`config.mk`:
```
export PLATFORM = sky130hd
export DESIGN_NAME = nexus_sync_message_decoder
export DESIGN_NICKNAME = d
export VERILOG_FILES = /design/src/hdl/nsmd_pkg.sv /design/src/hdl/nsmd_front.sv /design/src/hdl/nsmd_queue.sv /design/src/hdl/nsmd_back.sv /design/src/hdl/nexus_sync_message_decoder.sv
export SDC_FILE = /design/constraint.sdc
export NUM_CORES = 2
export LEC_CHECK = 0
export ABC_AREA = 1
export BUFFER_PORTS_ARGS = -buffer_cell sky130_fd_sc_hd__buf_2
export CORE_ASPECT_RATIO = 1.5
export CORE_MARGIN = 2
export CORE_UTILIZATION = 62
export CTS_CLUSTER_SIZE = 16
export DETAILED_ROUTE_END_ITERATION = 10
export GPL_TIMING_DRIVEN = 0
export PLACE_DENSITY = 0.81
export SYNTH_ARGS = -nofsm -noshare
export SYNTH_HDL_FRONTEND = slang
export SYNTH_SLANG_ARGS = --single-unit
```
`constraint.sdc`:
```
create_clock -name clock -period 16.69 [get_ports clock]
set_clock_uncertainty 0.1 [all_clocks]
set_input_delay 0.8345 -clock clock [delete_from_list [all_inputs] [get_ports clock]]
set_output_delay 0.8345 -clock clock [all_outputs]
set_load 0.01 [all_outputs]
```
`src/hdl/nsmd_pkg.sv`:
```
// nsmd_pkg: shared constants and types for the sync message decoder.
// No dependencies; imported by every module of the decoder.
`default_nettype none

package nsmd_pkg;

   localparam int ACC_BITS    = 128;                     // message accumulator width
   localparam int OFFSET_BITS = 32;                      // stream byte offset width
   localparam int BP_W        = $clog2(ACC_BITS + 1);    // holds 0..ACC_BITS
   localparam int DATA_BITS   = 6;                       // data part of a trace word
   localparam int BYTE_BITS   = 8;
   localparam int FIXED_END   = 16;                      // end of the fixed header fields
   localparam int FIELD_BITS  = 64;                      // variable field output width
   localparam int RSP_BITS    = 32;                      // offset/length/number width
   localparam int QUEUE_DEPTH = 2;
   localparam int QPTR_W      = $clog2(QUEUE_DEPTH);
   localparam int QCNT_W      = $clog2(QUEUE_DEPTH + 1);

   localparam logic [DATA_BITS-1:0] SYNC_TCODE_RESET = 6'h09;

   typedef enum logic [1:0] {
      END_NONE  = 2'd0,
      END_COUNT = 2'd1,
      END_RSVD  = 2'd2,
      END_MSG   = 2'd3
   } end_code_type;

   // One finished message, as handed from the front end to the back end.
   typedef struct packed {
      logic [ACC_BITS-1:0] acc;
      logic [BP_W-1:0]     cnt_end;         // zero: no count end seen
      logic [BP_W-1:0]     msg_end;
      logic [RSP_BITS-1:0] start_offset;
      logic [RSP_BITS-1:0] length_bytes;
      logic [RSP_BITS-1:0] message_number;
      logic                overflowed;
   } msg_rec_type;

   typedef struct packed {
      logic full;
      logic empty;
   } queue_status_type;

endpackage

`default_nettype wire

```
`src/hdl/nsmd_front.sv`:
```
// nsmd_front: accepts trace words, tracks message framing and packs data bits.
// Emits one message record per message end. Depends on nsmd_pkg.
`default_nettype none

module nsmd_front (
   input  logic                               clock,
   input  logic                               reset,
   input  logic                               csr_wr_en,
   input  logic [nsmd_pkg::DATA_BITS-1:0]     csr_wr_data,
   input  logic                               accept,
   input  logic [nsmd_pkg::BYTE_BITS-1:0]     trace_byte,
   output logic                               rec_push,
   output nsmd_pkg::msg_rec_type              rec
);
   import nsmd_pkg::*;

   logic [DATA_BITS-1:0]   sync_tcode_ff;
   logic                   active_ff, active_in;
   logic [ACC_BITS-1:0]    acc_ff, acc_in;
   logic [BP_W-1:0]        bp_ff, bp_in;
   logic [BP_W-1:0]        cnt_end_ff, cnt_end_in;
   logic                   ovf_ff, ovf_in;
   logic [OFFSET_BITS-1:0] byte_offset_ff, byte_offset_in;
   logic [OFFSET_BITS-1:0] msg_start_ff, msg_start_in;
   logic [RSP_BITS-1:0]    sync_count_ff, sync_count_in;

   logic [DATA_BITS-1:0]   data;
   end_code_type           endc;
   logic                   sync_start;
   logic                   act;
   logic                   msg_done;
   logic [ACC_BITS-1:0]    base_acc, packed_acc;
   logic [BP_W-1:0]        base_bp, bp_next;
   logic [BP_W:0]          bp_sum;
   logic [BP_W-1:0]        base_cnt, cnt_next;
   logic                   ovf_next;

   always_comb begin
      data       = trace_byte[BYTE_BITS-1:2];
      endc       = end_code_type'(trace_byte[1:0]);
      sync_start = (data == sync_tcode_ff) && (endc == END_NONE);
      act        = active_ff | sync_start;

      // a sync start discards whatever was open
      base_acc = sync_start ? '0 : acc_ff;
      base_bp  = sync_start ? '0 : bp_ff;
      base_cnt = sync_start ? '0 : cnt_end_ff;

      packed_acc = base_acc | (ACC_BITS'(data) << base_bp);
      bp_sum     = (BP_W+1)'(base_bp) + (BP_W+1)'(DATA_BITS);
      // saturate at the accumulator width, flag the dropped bits
      if (bp_sum > (BP_W+1)'(ACC_BITS)) begin
         bp_next = BP_W'(ACC_BITS);
      end else begin
         bp_next = bp_sum[BP_W-1:0];
      end
      ovf_next = (sync_start ? 1'b0 : ovf_ff) | (bp_sum > (BP_W+1)'(ACC_BITS));
      cnt_next = (endc == END_COUNT && base_cnt == '0) ? bp_next : base_cnt;
      msg_done = act && (endc == END_MSG);
   end

   always_comb begin
      active_in      = active_ff;
      acc_in         = acc_ff;
      bp_in          = bp_ff;
      cnt_end_in     = cnt_end_ff;
      ovf_in         = ovf_ff;
      byte_offset_in = byte_offset_ff;
      msg_start_in   = msg_start_ff;
      sync_count_in  = sync_count_ff;
      if (accept) begin
         byte_offset_in = byte_offset_ff + OFFSET_BITS'(1);
         if (sync_start) begin
            msg_start_in  = byte_offset_ff;
            sync_count_in = sync_count_ff + RSP_BITS'(1);
         end
         if (act) begin
            active_in  = !msg_done;
            acc_in     = msg_done ? '0 : packed_acc;
            bp_in      = msg_done ? '0 : bp_next;
            cnt_end_in = cnt_next;
            ovf_in     = ovf_next;
         end
      end
   end

   always_ff @(posedge clock) begin
      if (reset) begin
         sync_tcode_ff  <= SYNC_TCODE_RESET;
         active_ff      <= 1'b0;
         acc_ff         <= '0;
         bp_ff          <= '0;
         cnt_end_ff     <= '0;
         ovf_ff         <= 1'b0;
         byte_offset_ff <= '0;
         msg_start_ff   <= '0;
         sync_count_ff  <= '0;
      end else begin
         if (csr_wr_en) begin
            sync_tcode_ff <= csr_wr_data;
         end
         active_ff      <= active_in;
         acc_ff         <= acc_in;
         bp_ff          <= bp_in;
         cnt_end_ff     <= cnt_end_in;
         ovf_ff         <= ovf_in;
         byte_offset_ff <= byte_offset_in;
         msg_start_ff   <= msg_start_in;
         sync_count_ff  <= sync_count_in;
      end
   end

   // an end word is never a start word, so the start/count registers are current
   always_comb begin
      rec_push           = accept && msg_done;
      rec.acc            = packed_acc;
      rec.cnt_end        = cnt_next;
      rec.msg_end        = bp_next;
      rec.start_offset   = RSP_BITS'(msg_start_ff);
      rec.length_bytes   = RSP_BITS'(OFFSET_BITS'(byte_offset_ff - msg_start_ff
                                                  + OFFSET_BITS'(1)));
      rec.message_number = sync_count_ff;
      rec.overflowed     = ovf_next;
   end

endmodule

`default_nettype wire

```
`src/hdl/nsmd_queue.sv`:
```
// nsmd_queue: short record queue between the front end and the back end.
// Depends on nsmd_pkg.
`default_nettype none

module nsmd_queue (
   input  logic                        clock,
   input  logic                        reset,
   input  logic                        push,
   input  nsmd_pkg::msg_rec_type       wr_data,
   input  logic                        pop,
   output nsmd_pkg::msg_rec_type       rd_data,
   output nsmd_pkg::queue_status_type  status
);
   import nsmd_pkg::*;

   msg_rec_type       slot_ff [QUEUE_DEPTH];
   logic [QPTR_W-1:0] wr_ptr_ff, wr_ptr_in;
   logic [QPTR_W-1:0] rd_ptr_ff, rd_ptr_in;
   logic [QCNT_W-1:0] count_ff, count_in;
   logic              do_push, do_pop;

   always_comb begin
      status.full  = (count_ff == QCNT_W'(QUEUE_DEPTH));
      status.empty = (count_ff == '0);
      do_push      = push && !status.full;
      do_pop       = pop && !status.empty;
      rd_data      = slot_ff[rd_ptr_ff];

      wr_ptr_in = wr_ptr_ff;
      rd_ptr_in = rd_ptr_ff;
      if (do_push) begin
         wr_ptr_in = (wr_ptr_ff == QPTR_W'(QUEUE_DEPTH - 1)) ? '0 : wr_ptr_ff + QPTR_W'(1);
      end
      if (do_pop) begin
         rd_ptr_in = (rd_ptr_ff == QPTR_W'(QUEUE_DEPTH - 1)) ? '0 : rd_ptr_ff + QPTR_W'(1);
      end
      count_in = count_ff;
      if (do_push && !do_pop) begin
         count_in = count_ff + QCNT_W'(1);
      end else if (do_pop && !do_push) begin
         count_in = count_ff - QCNT_W'(1);
      end
   end

   always_ff @(posedge clock) begin
      if (reset) begin
         wr_ptr_ff <= '0;
         rd_ptr_ff <= '0;
         count_ff  <= '0;
      end else begin
         wr_ptr_ff <= wr_ptr_in;
         rd_ptr_ff <= rd_ptr_in;
         count_ff  <= count_in;
      end
   end

   always_ff @(posedge clock) begin
      if (do_push) begin
         slot_ff[wr_ptr_ff] <= wr_data;
      end
   end

endmodule

`default_nettype wire

```
`src/hdl/nsmd_back.sv`:
```
// nsmd_back: splits a message record into its fields and holds the result word.
// Depends on nsmd_pkg.
`default_nettype none

module nsmd_back (
   input  logic                              clock,
   input  logic                              reset,
   input  logic                              q_empty,
   input  nsmd_pkg::msg_rec_type             rec,
   output logic                              q_pop,
   input  logic                              rsp_pop,
   output logic                              rsp_empty,
   output logic [5:0]                        rsp_tcode,
   output logic [3:0]                        rsp_source_id,
   output logic [3:0]                        rsp_sync_reason,
   output logic [1:0]                        rsp_branch_type,
   output logic [nsmd_pkg::FIELD_BITS-1:0]   rsp_instr_count,
   output logic [nsmd_pkg::FIELD_BITS-1:0]   rsp_full_address,
   output logic [nsmd_pkg::RSP_BITS-1:0]     rsp_start_offset,
   output logic [nsmd_pkg::RSP_BITS-1:0]     rsp_length_bytes,
   output logic [nsmd_pkg::RSP_BITS-1:0]     rsp_message_number,
   output logic                              rsp_overflowed
);
   import nsmd_pkg::*;

   typedef struct packed {
      logic [5:0]            tcode;
      logic [3:0]            source_id;
      logic [3:0]            sync_reason;
      logic [1:0]            branch_type;
      logic [FIELD_BITS-1:0] instr_count;
      logic [FIELD_BITS-1:0] full_address;
      logic [RSP_BITS-1:0]   start_offset;
      logic [RSP_BITS-1:0]   length_bytes;
      logic [RSP_BITS-1:0]   message_number;
      logic                  overflowed;
   } rsp_type;

   function automatic logic [FIELD_BITS-1:0] low_mask(input logic [BP_W-1:0] len);
      logic [FIELD_BITS-1:0] m;
      if (len >= BP_W'(FIELD_BITS)) begin
         m = '1;
      end else begin
         m = (FIELD_BITS'(1) << len) - FIELD_BITS'(1);
      end
      return m;
   endfunction

   rsp_type             rsp_ff, rsp_in;
   logic                valid_ff, valid_in;
   logic                load;
   logic [BP_W-1:0]     cnt_raw, cnt_c, msg_c;
   logic [ACC_BITS-1:0] count_shift, addr_shift;

   always_comb begin
      load  = !q_empty && (!valid_ff || rsp_pop);
      q_pop = load;

      // missing count end: count field runs to the message end
      cnt_raw = (rec.cnt_end != '0) ? rec.cnt_end : rec.msg_end;
      cnt_c   = (cnt_raw < BP_W'(FIXED_END)) ? BP_W'(FIXED_END) : cnt_raw;
      msg_c   = (rec.msg_end < BP_W'(FIXED_END)) ? BP_W'(FIXED_END) : rec.msg_end;

      count_shift = rec.acc >> FIXED_END;
      addr_shift  = rec.acc >> cnt_c;

      rsp_in.tcode          = rec.acc[5:0];
      rsp_in.source_id      = rec.acc[9:6];
      rsp_in.sync_reason    = rec.acc[13:10];
      rsp_in.branch_type    = rec.acc[15:14];
      rsp_in.instr_count    = count_shift[FIELD_BITS-1:0]
                              & low_mask(cnt_c - BP_W'(FIXED_END));
      rsp_in.full_address   = addr_shift[FIELD_BITS-1:0] & low_mask(msg_c - cnt_c);
      rsp_in.start_offset   = rec.start_offset;
      rsp_in.length_bytes   = rec.length_bytes;
      rsp_in.message_number = rec.message_number;
      rsp_in.overflowed     = rec.overflowed;

      valid_in = valid_ff;
      if (load) begin
         valid_in = 1'b1;
      end else if (rsp_pop) begin
         valid_in = 1'b0;
      end
   end

   always_ff @(posedge clock) begin
      if (reset) begin
         valid_ff <= 1'b0;
      end else begin
         valid_ff <= valid_in;
      end
   end

   always_ff @(posedge clock) begin
      if (load) begin
         rsp_ff <= rsp_in;
      end
   end

   assign rsp_empty          = !valid_ff;
   assign rsp_tcode          = rsp_ff.tcode;
   assign rsp_source_id      = rsp_ff.source_id;
   assign rsp_sync_reason    = rsp_ff.sync_reason;
   assign rsp_branch_type    = rsp_ff.branch_type;
   assign rsp_instr_count    = rsp_ff.instr_count;
   assign rsp_full_address   = rsp_ff.full_address;
   assign rsp_start_offset   = rsp_ff.start_offset;
   assign rsp_length_bytes   = rsp_ff.length_bytes;
   assign rsp_message_number = rsp_ff.message_number;
   assign rsp_overflowed     = rsp_ff.overflowed;

endmodule

`default_nettype wire

```
`src/hdl/nexus_sync_message_decoder.sv`:
```
// nexus_sync_message_decoder: top level of the trace sync message decoder.
// Depends on nsmd_pkg, nsmd_front, nsmd_queue and nsmd_back.
//
// Takes one trace word per clock while full is low (bits 7:2 data, bits 1:0
// end code) and returns one decoded result per sync message. A word whose
// data equals the sync code (csr_wr_data, reset 0x09) with end code 0 opens a
// message; data is packed LSB-first into a 128-bit accumulator, the first end
// code 1 marks the end of the instruction count, and end code 3 closes the
// message. Input side: push/full, one word per cycle sustained while full is
// low, and full only rises when two decoded messages are queued behind an
// unread result. Result side: empty/pop; the record of a message is queued at
// the edge that takes its end word and then loads the field-extraction output
// register once that register is empty or popped, and one result can leave
// per clock. The front end does one shift-and-OR per word; the back end does
// the two variable-length field extracts. No clearing pass after reset. Write
// the sync code only while the decoder is idle.
`default_nettype none

module nexus_sync_message_decoder (
   input  logic                              clock,
   input  logic                              reset,
   input  logic                              csr_wr_en,
   input  logic [nsmd_pkg::DATA_BITS-1:0]    csr_wr_data,
   input  logic                              push,
   output logic                              full,
   input  logic [nsmd_pkg::BYTE_BITS-1:0]    req_trace_byte,
   input  logic                              pop,
   output logic                              empty,
   output logic [5:0]                        rsp_tcode,
   output logic [3:0]                        rsp_source_id,
   output logic [3:0]                        rsp_sync_reason,
   output logic [1:0]                        rsp_branch_type,
   output logic [nsmd_pkg::FIELD_BITS-1:0]   rsp_instr_count,
   output logic [nsmd_pkg::FIELD_BITS-1:0]   rsp_full_address,
   output logic [nsmd_pkg::RSP_BITS-1:0]     rsp_start_offset,
   output logic [nsmd_pkg::RSP_BITS-1:0]     rsp_length_bytes,
   output logic [nsmd_pkg::RSP_BITS-1:0]     rsp_message_number,
   output logic                              rsp_overflowed
);
   import nsmd_pkg::*;

   logic             accept;       // word taken this cycle
   logic             q_push;       // front end closed a message
   logic             q_pop;
   msg_rec_type      rec;          // record leaving the front end
   msg_rec_type      q_head;       // oldest queued record
   queue_status_type q_status;

   // full tracks the record queue; words that close no message could still
   // flow, but holding them keeps the front end's state simple
   assign full   = q_status.full;
   assign accept = push && !full;

   nsmd_front u_front (
      .clock       (clock),
      .reset       (reset),
      .csr_wr_en   (csr_wr_en),
      .csr_wr_data (csr_wr_data),
      .accept      (accept),
      .trace_byte  (req_trace_byte),
      .rec_push    (q_push),
      .rec         (rec)
   );

   nsmd_queue u_queue (
      .clock   (clock),
      .reset   (reset),
      .push    (q_push),
      .wr_data (rec),
      .pop     (q_pop),
      .rd_data (q_head),
      .status  (q_status)
   );

   nsmd_back u_back (
      .clock              (clock),
      .reset              (reset),
      .q_empty            (q_status.empty),
      .rec                (q_head),
      .q_pop              (q_pop),
      .rsp_pop            (pop),
      .rsp_empty          (empty),
      .rsp_tcode          (rsp_tcode),
      .rsp_source_id      (rsp_source_id),
      .rsp_sync_reason    (rsp_sync_reason),
      .rsp_branch_type    (rsp_branch_type),
      .rsp_instr_count    (rsp_instr_count),
      .rsp_full_address   (rsp_full_address),
      .rsp_start_offset   (rsp_start_offset),
      .rsp_length_bytes   (rsp_length_bytes),
      .rsp_message_number (rsp_message_number),
      .rsp_overflowed     (rsp_overflowed)
   );

   // count end, when seen, never lies past the message end
   assert property (@(posedge clock) disable iff (reset)
      q_push |-> (rec.cnt_end == '0 || rec.cnt_end <= rec.msg_end))
      else $error("count end beyond message end");

   // dropped bits only once the accumulator is saturated
   assert property (@(posedge clock) disable iff (reset)
      (q_push && rec.overflowed) |-> (rec.msg_end == BP_W'(ACC_BITS)))
      else $error("overflow without saturated bit position");

   // a queued record with room at the output must show up as a result
   assert property (@(posedge clock) disable iff (reset)
      (!q_status.empty && (empty || pop)) |=> !empty)
      else $error("queued record not moved to the result register");

endmodule

`default_nettype wire
```
==> impl_metrics.env, run 1 <==
export IMPL_status="did not finish"
export IMPL_haltStage="5_1_grt"
export IMPL_error="[ERROR GRT-0116] Global routing finished with congestion. Check the congestion regions in the DRC Viewer."
export IMPL_yosysTopAreaCellShare=0.4164
export IMPL_synthSimpleGateAreaFrac=0.2414
export IMPL_chipHeight_microns=359.2
export IMPL_cts_resized=0
export IMPL_cts_hold_buf=0
export IMPL_synth_seq_cells=977
export IMPL_synth_edf_count=723
export IMPL_syn_cell_area_sq_um=52140
export IMPL_start_util=0.6236
export IMPL_synthAdderAreaFrac=0.01853
export IMPL_yosys_area_share_xor_xnor=0.008231
export IMPL_grt_usage=0.6557
export IMPL_rows=130
export IMPL_port_buffer_count=260
export IMPL_synth_compound_area_share=0.1376
export IMPL_synthArstFlopShare=0
export IMPL_syn_area_per_cell_sq_um=8.081
export IMPL_synth_fp_nets=6547
export IMPL_clkSinkCount=977
export IMPL_first_global_vias=58575
export IMPL_die_x_microns=240.8
export IMPL_synth_area_leaders="edfxtp_1 (42%), nand2_1 (15%), dfxtp_1 (9.8%), o21ai_0 (7.5%), inv_1 (3.8%)"
export IMPL_grt_pass1_wl_microns=404900
export IMPL_clockBufferDepth=3
export IMPL_synth_cells=6452
export IMPL_clock_root_buffer="clkbuf_16"
export IMPL_numCtsBuffers=85
export IMPL_gp_congestion=1.133
export IMPL_dp_cells=7856
export IMPL_synth_cell_type_count=59
export IMPL_grt_max_degree=36
export IMPL_synth_largest_area_cell="edfxtp_1"
export IMPL_dpl_hpwl_microns=177100
export IMPL_yosysSeqAreaShare=0.5139
export IMPL_synth_top_family_by_area="simple AND/OR/NAND/NOR gates"
export IMPL_postCtsSetupRepairBufs=0
export IMPL_gr_total_overflow=21
export IMPL_ios=262
export IMPL_synthMuxAreaShare=0.01404
export IMPL_synth_flop_cell="edfxtp_1"
export IMPL_yosys_warnings=0
export IMPL_htree_levels=3
==> metrics by stage <==
step	setup WS [ns]	instance area [sq um]	hold slack (ns)	util	TNS (ns)
4_1_cts	8.573	58170	0.2844	0.6957	0
2_1_floorplan	2.307	52140	0.3256	-	0
3_3_place_gp	-3.267	54840	0.3317	0.6560	-796.45
3_5_place_dp	8.719	55310	0.3404	0.6616	0
==> metal layers <==
metal,GRT usage,overflow
met1,0.6734,0
met2,0.8717,8
met3,0.3975,1
met4,0.6826,12
met5,0.06747,0
==> cells in the mapped netlist, types with 7 or more instances <==
cell type / number
nor4_1: 25
xor2_1: 31
o22ai_1: 28
nand3_1: 236
clkbuf_1: 222
xnor2_1: 13
and3_1: 7
nor2_2: 18
nand2_1: 2096
ha_1: 74
a21oi_1: 295
nor3_1: 68
o21a_1: 53
o211ai_1: 43
inv_2: 13
nor2_1: 440
buf_1: 57
nand2_2: 12
edfxtp_1: 723
inv_1: 526
a211oi_1: 7
nor2_4: 7
nor3b_1: 15
o221ai_1: 24
or2_2: 52
dfxtp_1: 254
buf_2: 54
a31oi_1: 41
nand4_1: 74
o21ai_1: 11
o21ai_0: 786
o21bai_1: 14
mux2i_1: 72
==> logic make-up after synthesis <==
kind of cell | count (synthesis)
AND/OR/NAND/NOR | 3071
multiplexers | 73
AO/OA/AOI/OAI | 1322
buffers and inverters | 887
adder cells (fa/ha/maj) | 76
XOR/XNOR | 46
flip-flops | 977
==> inputs of run 2 (changes only) <==
--- a/config.mk
+++ b/config.mk
@@ -7,13 +7,11 @@
 export LEC_CHECK = 0
 export ABC_AREA = 1
 export BUFFER_PORTS_ARGS = -buffer_cell sky130_fd_sc_hd__buf_2
-export CORE_ASPECT_RATIO = 1.5
 export CORE_MARGIN = 2
-export CORE_UTILIZATION = 62
-export CTS_CLUSTER_SIZE = 16
+export CORE_UTILIZATION = 40
 export DETAILED_ROUTE_END_ITERATION = 10
 export GPL_TIMING_DRIVEN = 0
-export PLACE_DENSITY = 0.81
+export PLACE_DENSITY_LB_ADDON = 0.15
 export SYNTH_ARGS = -nofsm -noshare
 export SYNTH_HDL_FRONTEND = slang
 export SYNTH_SLANG_ARGS = --single-unit
==> impl_metrics.env, run 2 <==
export IMPL_hold_path_class="input port to register"
export IMPL_clkSinkCount=977
export IMPL_status="finished, final reports clean"
export IMPL_ir_drop_v=0.0001253
export IMPL_grt_antenna_before_repair=6
export IMPL_gr_total_overflow=0
export IMPL_post_place_ws_ns=8.492
export IMPL_synth_fp_nets=6547
export IMPL_tightestPinTransition_ns=1.448
export IMPL_ant_nets=0
export IMPL_regArea_sq_um=26800
export IMPL_max_freq_ghz=0.1218
export IMPL_syn_area_per_cell_sq_um=8.081
export IMPL_synth_seq_cells=977
export IMPL_crit_path_start_kind="register"
export IMPL_drt_initial_drc_count=5696
export IMPL_fillers=13088
export IMPL_critical_path_arrival_ns=8.70
export IMPL_setup_viol_count_final=0
export IMPL_yosys_warnings=0
export IMPL_postCtsSetupRepairBufs=0
export IMPL_power_mw=10.97
export IMPL_grt_usage=0.3240
export IMPL_numCtsBuffers=101
export IMPL_final_nets=6938
export IMPL_synth_area_leaders="edfxtp_1 (42%), nand2_1 (15%), dfxtp_1 (9.8%), o21ai_0 (7.5%), inv_1 (3.8%)"
export IMPL_worstSetupPathType="register to register"
export IMPL_synth_common_cells="nand2_1 (2096), o21ai_0 (786), edfxtp_1 (723)"
export IMPL_leakage_nw=24.19
export IMPL_syn_cell_area_sq_um=52140
export IMPL_slew_headroom=0.02420
export IMPL_max_cap_viol_count=0
export IMPL_yosysSeqAreaShare=0.5139
export IMPL_rows=132
export IMPL_ios=262
export IMPL_crit_fanout=10
export IMPL_syn_to_final_growth_pct=14.53
export IMPL_cpPeakStageDelay_ns=0.95
export IMPL_dr_total_vias=47869
export IMPL_synth_largest_area_cell="edfxtp_1"
export IMPL_p_per_area_nw_per_um2=183.7
export IMPL_drc=0
export IMPL_timing_final_crit_period_ns=8.213
export IMPL_yosysTopAreaCellShare=0.4164
export IMPL_dp_cells=8482
export IMPL_cts_tree="done"
export IMPL_synth_edf_count=723
export IMPL_drt_wl_total_microns=220900
export IMPL_tns_ns=0
export IMPL_cts_hold_buf=0
export IMPL_endpoint_kind="register"
export IMPL_port_buffer_count=260
export IMPL_path_clk_slew_ns=0.07
export IMPL_cts_resized=0
export IMPL_final_layout_size_suffix_gt1_frac=0.09076
export IMPL_grt_pass1_wl_microns=310600
export IMPL_die_x_microns=365.0
export IMPL_worstSkewPairLatency_ns=0.73
export IMPL_synthArstFlopShare=0
export IMPL_utilization=0.4612
export IMPL_multi_input_area_sq_um=21920
export IMPL_grt_max_degree=33
export IMPL_chipHeight_microns=365.0
export IMPL_clockBufferDepth=3
export IMPL_gp_congestion=1.038
export IMPL_die_area_sq_um=133300
export IMPL_vias_per_cell=5.517
export IMPL_dr_pass1_iters=6
export IMPL_synth_flop_cell="edfxtp_1"
export IMPL_instances_no_fill=8676
export IMPL_largest_reg_flops=482
export IMPL_cp_slowest_cell="o21ai_1"
export IMPL_final_common_cell="nand2_1"
export IMPL_largest_register="u_queue.slot_ff"
export IMPL_rsz0062_at_grt="false"
export IMPL_crit_path_frequent_cell="nand2_1"
export IMPL_layout_setup_ws_ns=8.477
export IMPL_yosysMostFrequentCell="nand2_1"
export IMPL_clock_root_buffer="clkbuf_16"
export IMPL_start_util=0.4027
export IMPL_wl_per_cell_microns=25.46
export IMPL_largestRegisters="u_queue.slot_ff (482), u_front.acc_ff (128)"
export IMPL_finalHoldViolCount=0
export IMPL_core_area_sq_um=129500
export IMPL_dpl_hpwl_microns=178600
export IMPL_synth_cell_type_count=59
export IMPL_cp_required_ns=17.17
export IMPL_drv_slew=0
export IMPL_period_share=0.4921
export IMPL_final_cell_mix="nand2_1 (2096), o21ai_0 (786), edfxtp_1 (723)"
export IMPL_synth_cells=6452
export IMPL_first_global_vias=43670
export IMPL_htree_levels=3
==> run 2: path summary, 6_finish.rpt <==
| path | start | slack, ns | depth (start not counted) | to |
|---|---|---|---|---|
| max | register | 8.48 | 30 | u_back.rsp_full_address[18]$_DFFE_PP_ |
| min | csr_wr_data[0] | 0.23 | 3 | u_front.sync_tcode_ff[0]$_SDFFE_PP1P_ |
| max reg2reg | register | 8.48 | 30 | u_back.rsp_full_address[18]$_DFFE_PP_ |
| min reg2reg | u_front.msg_start_ff[9]$_SDFFE_PP0P_ | 0.34 | 0 | u_queue.slot_ff[0][74]$_DFFE_PP_ |
==> run 2: metrics by stage <==
| step | hold slack (ns) | area (sq um) |
|---|---|---|
| after floorplan | 0.3256 | 52140 |
| after global placement | 0.3315 | 55620 |
| after detailed placement | 0.3392 | 56240 |
| after CTS | 0.1837 | 59700 |
| after global routing | 0.2406 | 59700 |
| final | 0.2276 | 59710 |
==> run 2: layer usage <==
| layer | track usage | wire length, microns | share of wire |
|---|---|---|---|
| met4 | 0.1099 | 7712 | 0.035 |
| met1 | 0.4670 | 98740 | 0.45 |
| met3 | 0.04147 | 16730 | 0.076 |
| met2 | 0.5020 | 97730 | 0.44 |
| met5 | 0 | 13 | 0.000059 |
==> run 2: worst max-delay path, delay by kind of cell (launching register included) <==
kind                     cells  cell delay [ns]
flip-flops                   1             0.31
adder cells (fa/ha/maj)      2             0.62
AND/OR/NAND/NOR             13             2.28
AO/OA/AOI/OAI                4             2.23
buffers and inverters       11             2.51
==> run 2: logic make-up after synthesis <==
family / Yosys count / share of synthesized area
buffers and inverters: 887 / 0.06621
adder cells (fa/ha/maj): 76 / 0.01853
multiplexers: 73 / 0.01404
AO/OA/AOI/OAI: 1322 / 0.1376
AND/OR/NAND/NOR: 3071 / 0.2414
XOR/XNOR: 46 / 0.008231
flip-flops: 977 / 0.5139
==> run 2: power by group <==
| group | internal [mW] | total [mW] | leakage (nW) | switching (mW) |
|---|---|---|---|---|
| combinational | 1.35 | 5.42 | 13.5 | 4.08 |
| sequential | 3.09 | 3.18 | 9.01 | 0.0970 |
| clock | 1.36 | 2.36 | 1.69 | 1.00 |
==> run 2: final cells by class <==
| type | count | area share |
|---|---|---|
| diodes | 4 | 0.0001676 |
| plain buffers | 342 | 0.02351 |
| clock buffers | 131 | 0.04540 |
| multi-input cells | 4588 | 0.3670 |
| inverters | 545 | 0.03430 |
| repair buffers | 288 | 0.03181 |
| clock inverters | 59 | 0.01255 |
| flip-flops and latches | 977 | 0.4487 |
| well taps | 1742 | 0.03650 |
No activity file was read; power rests on OpenSTA's default activity.
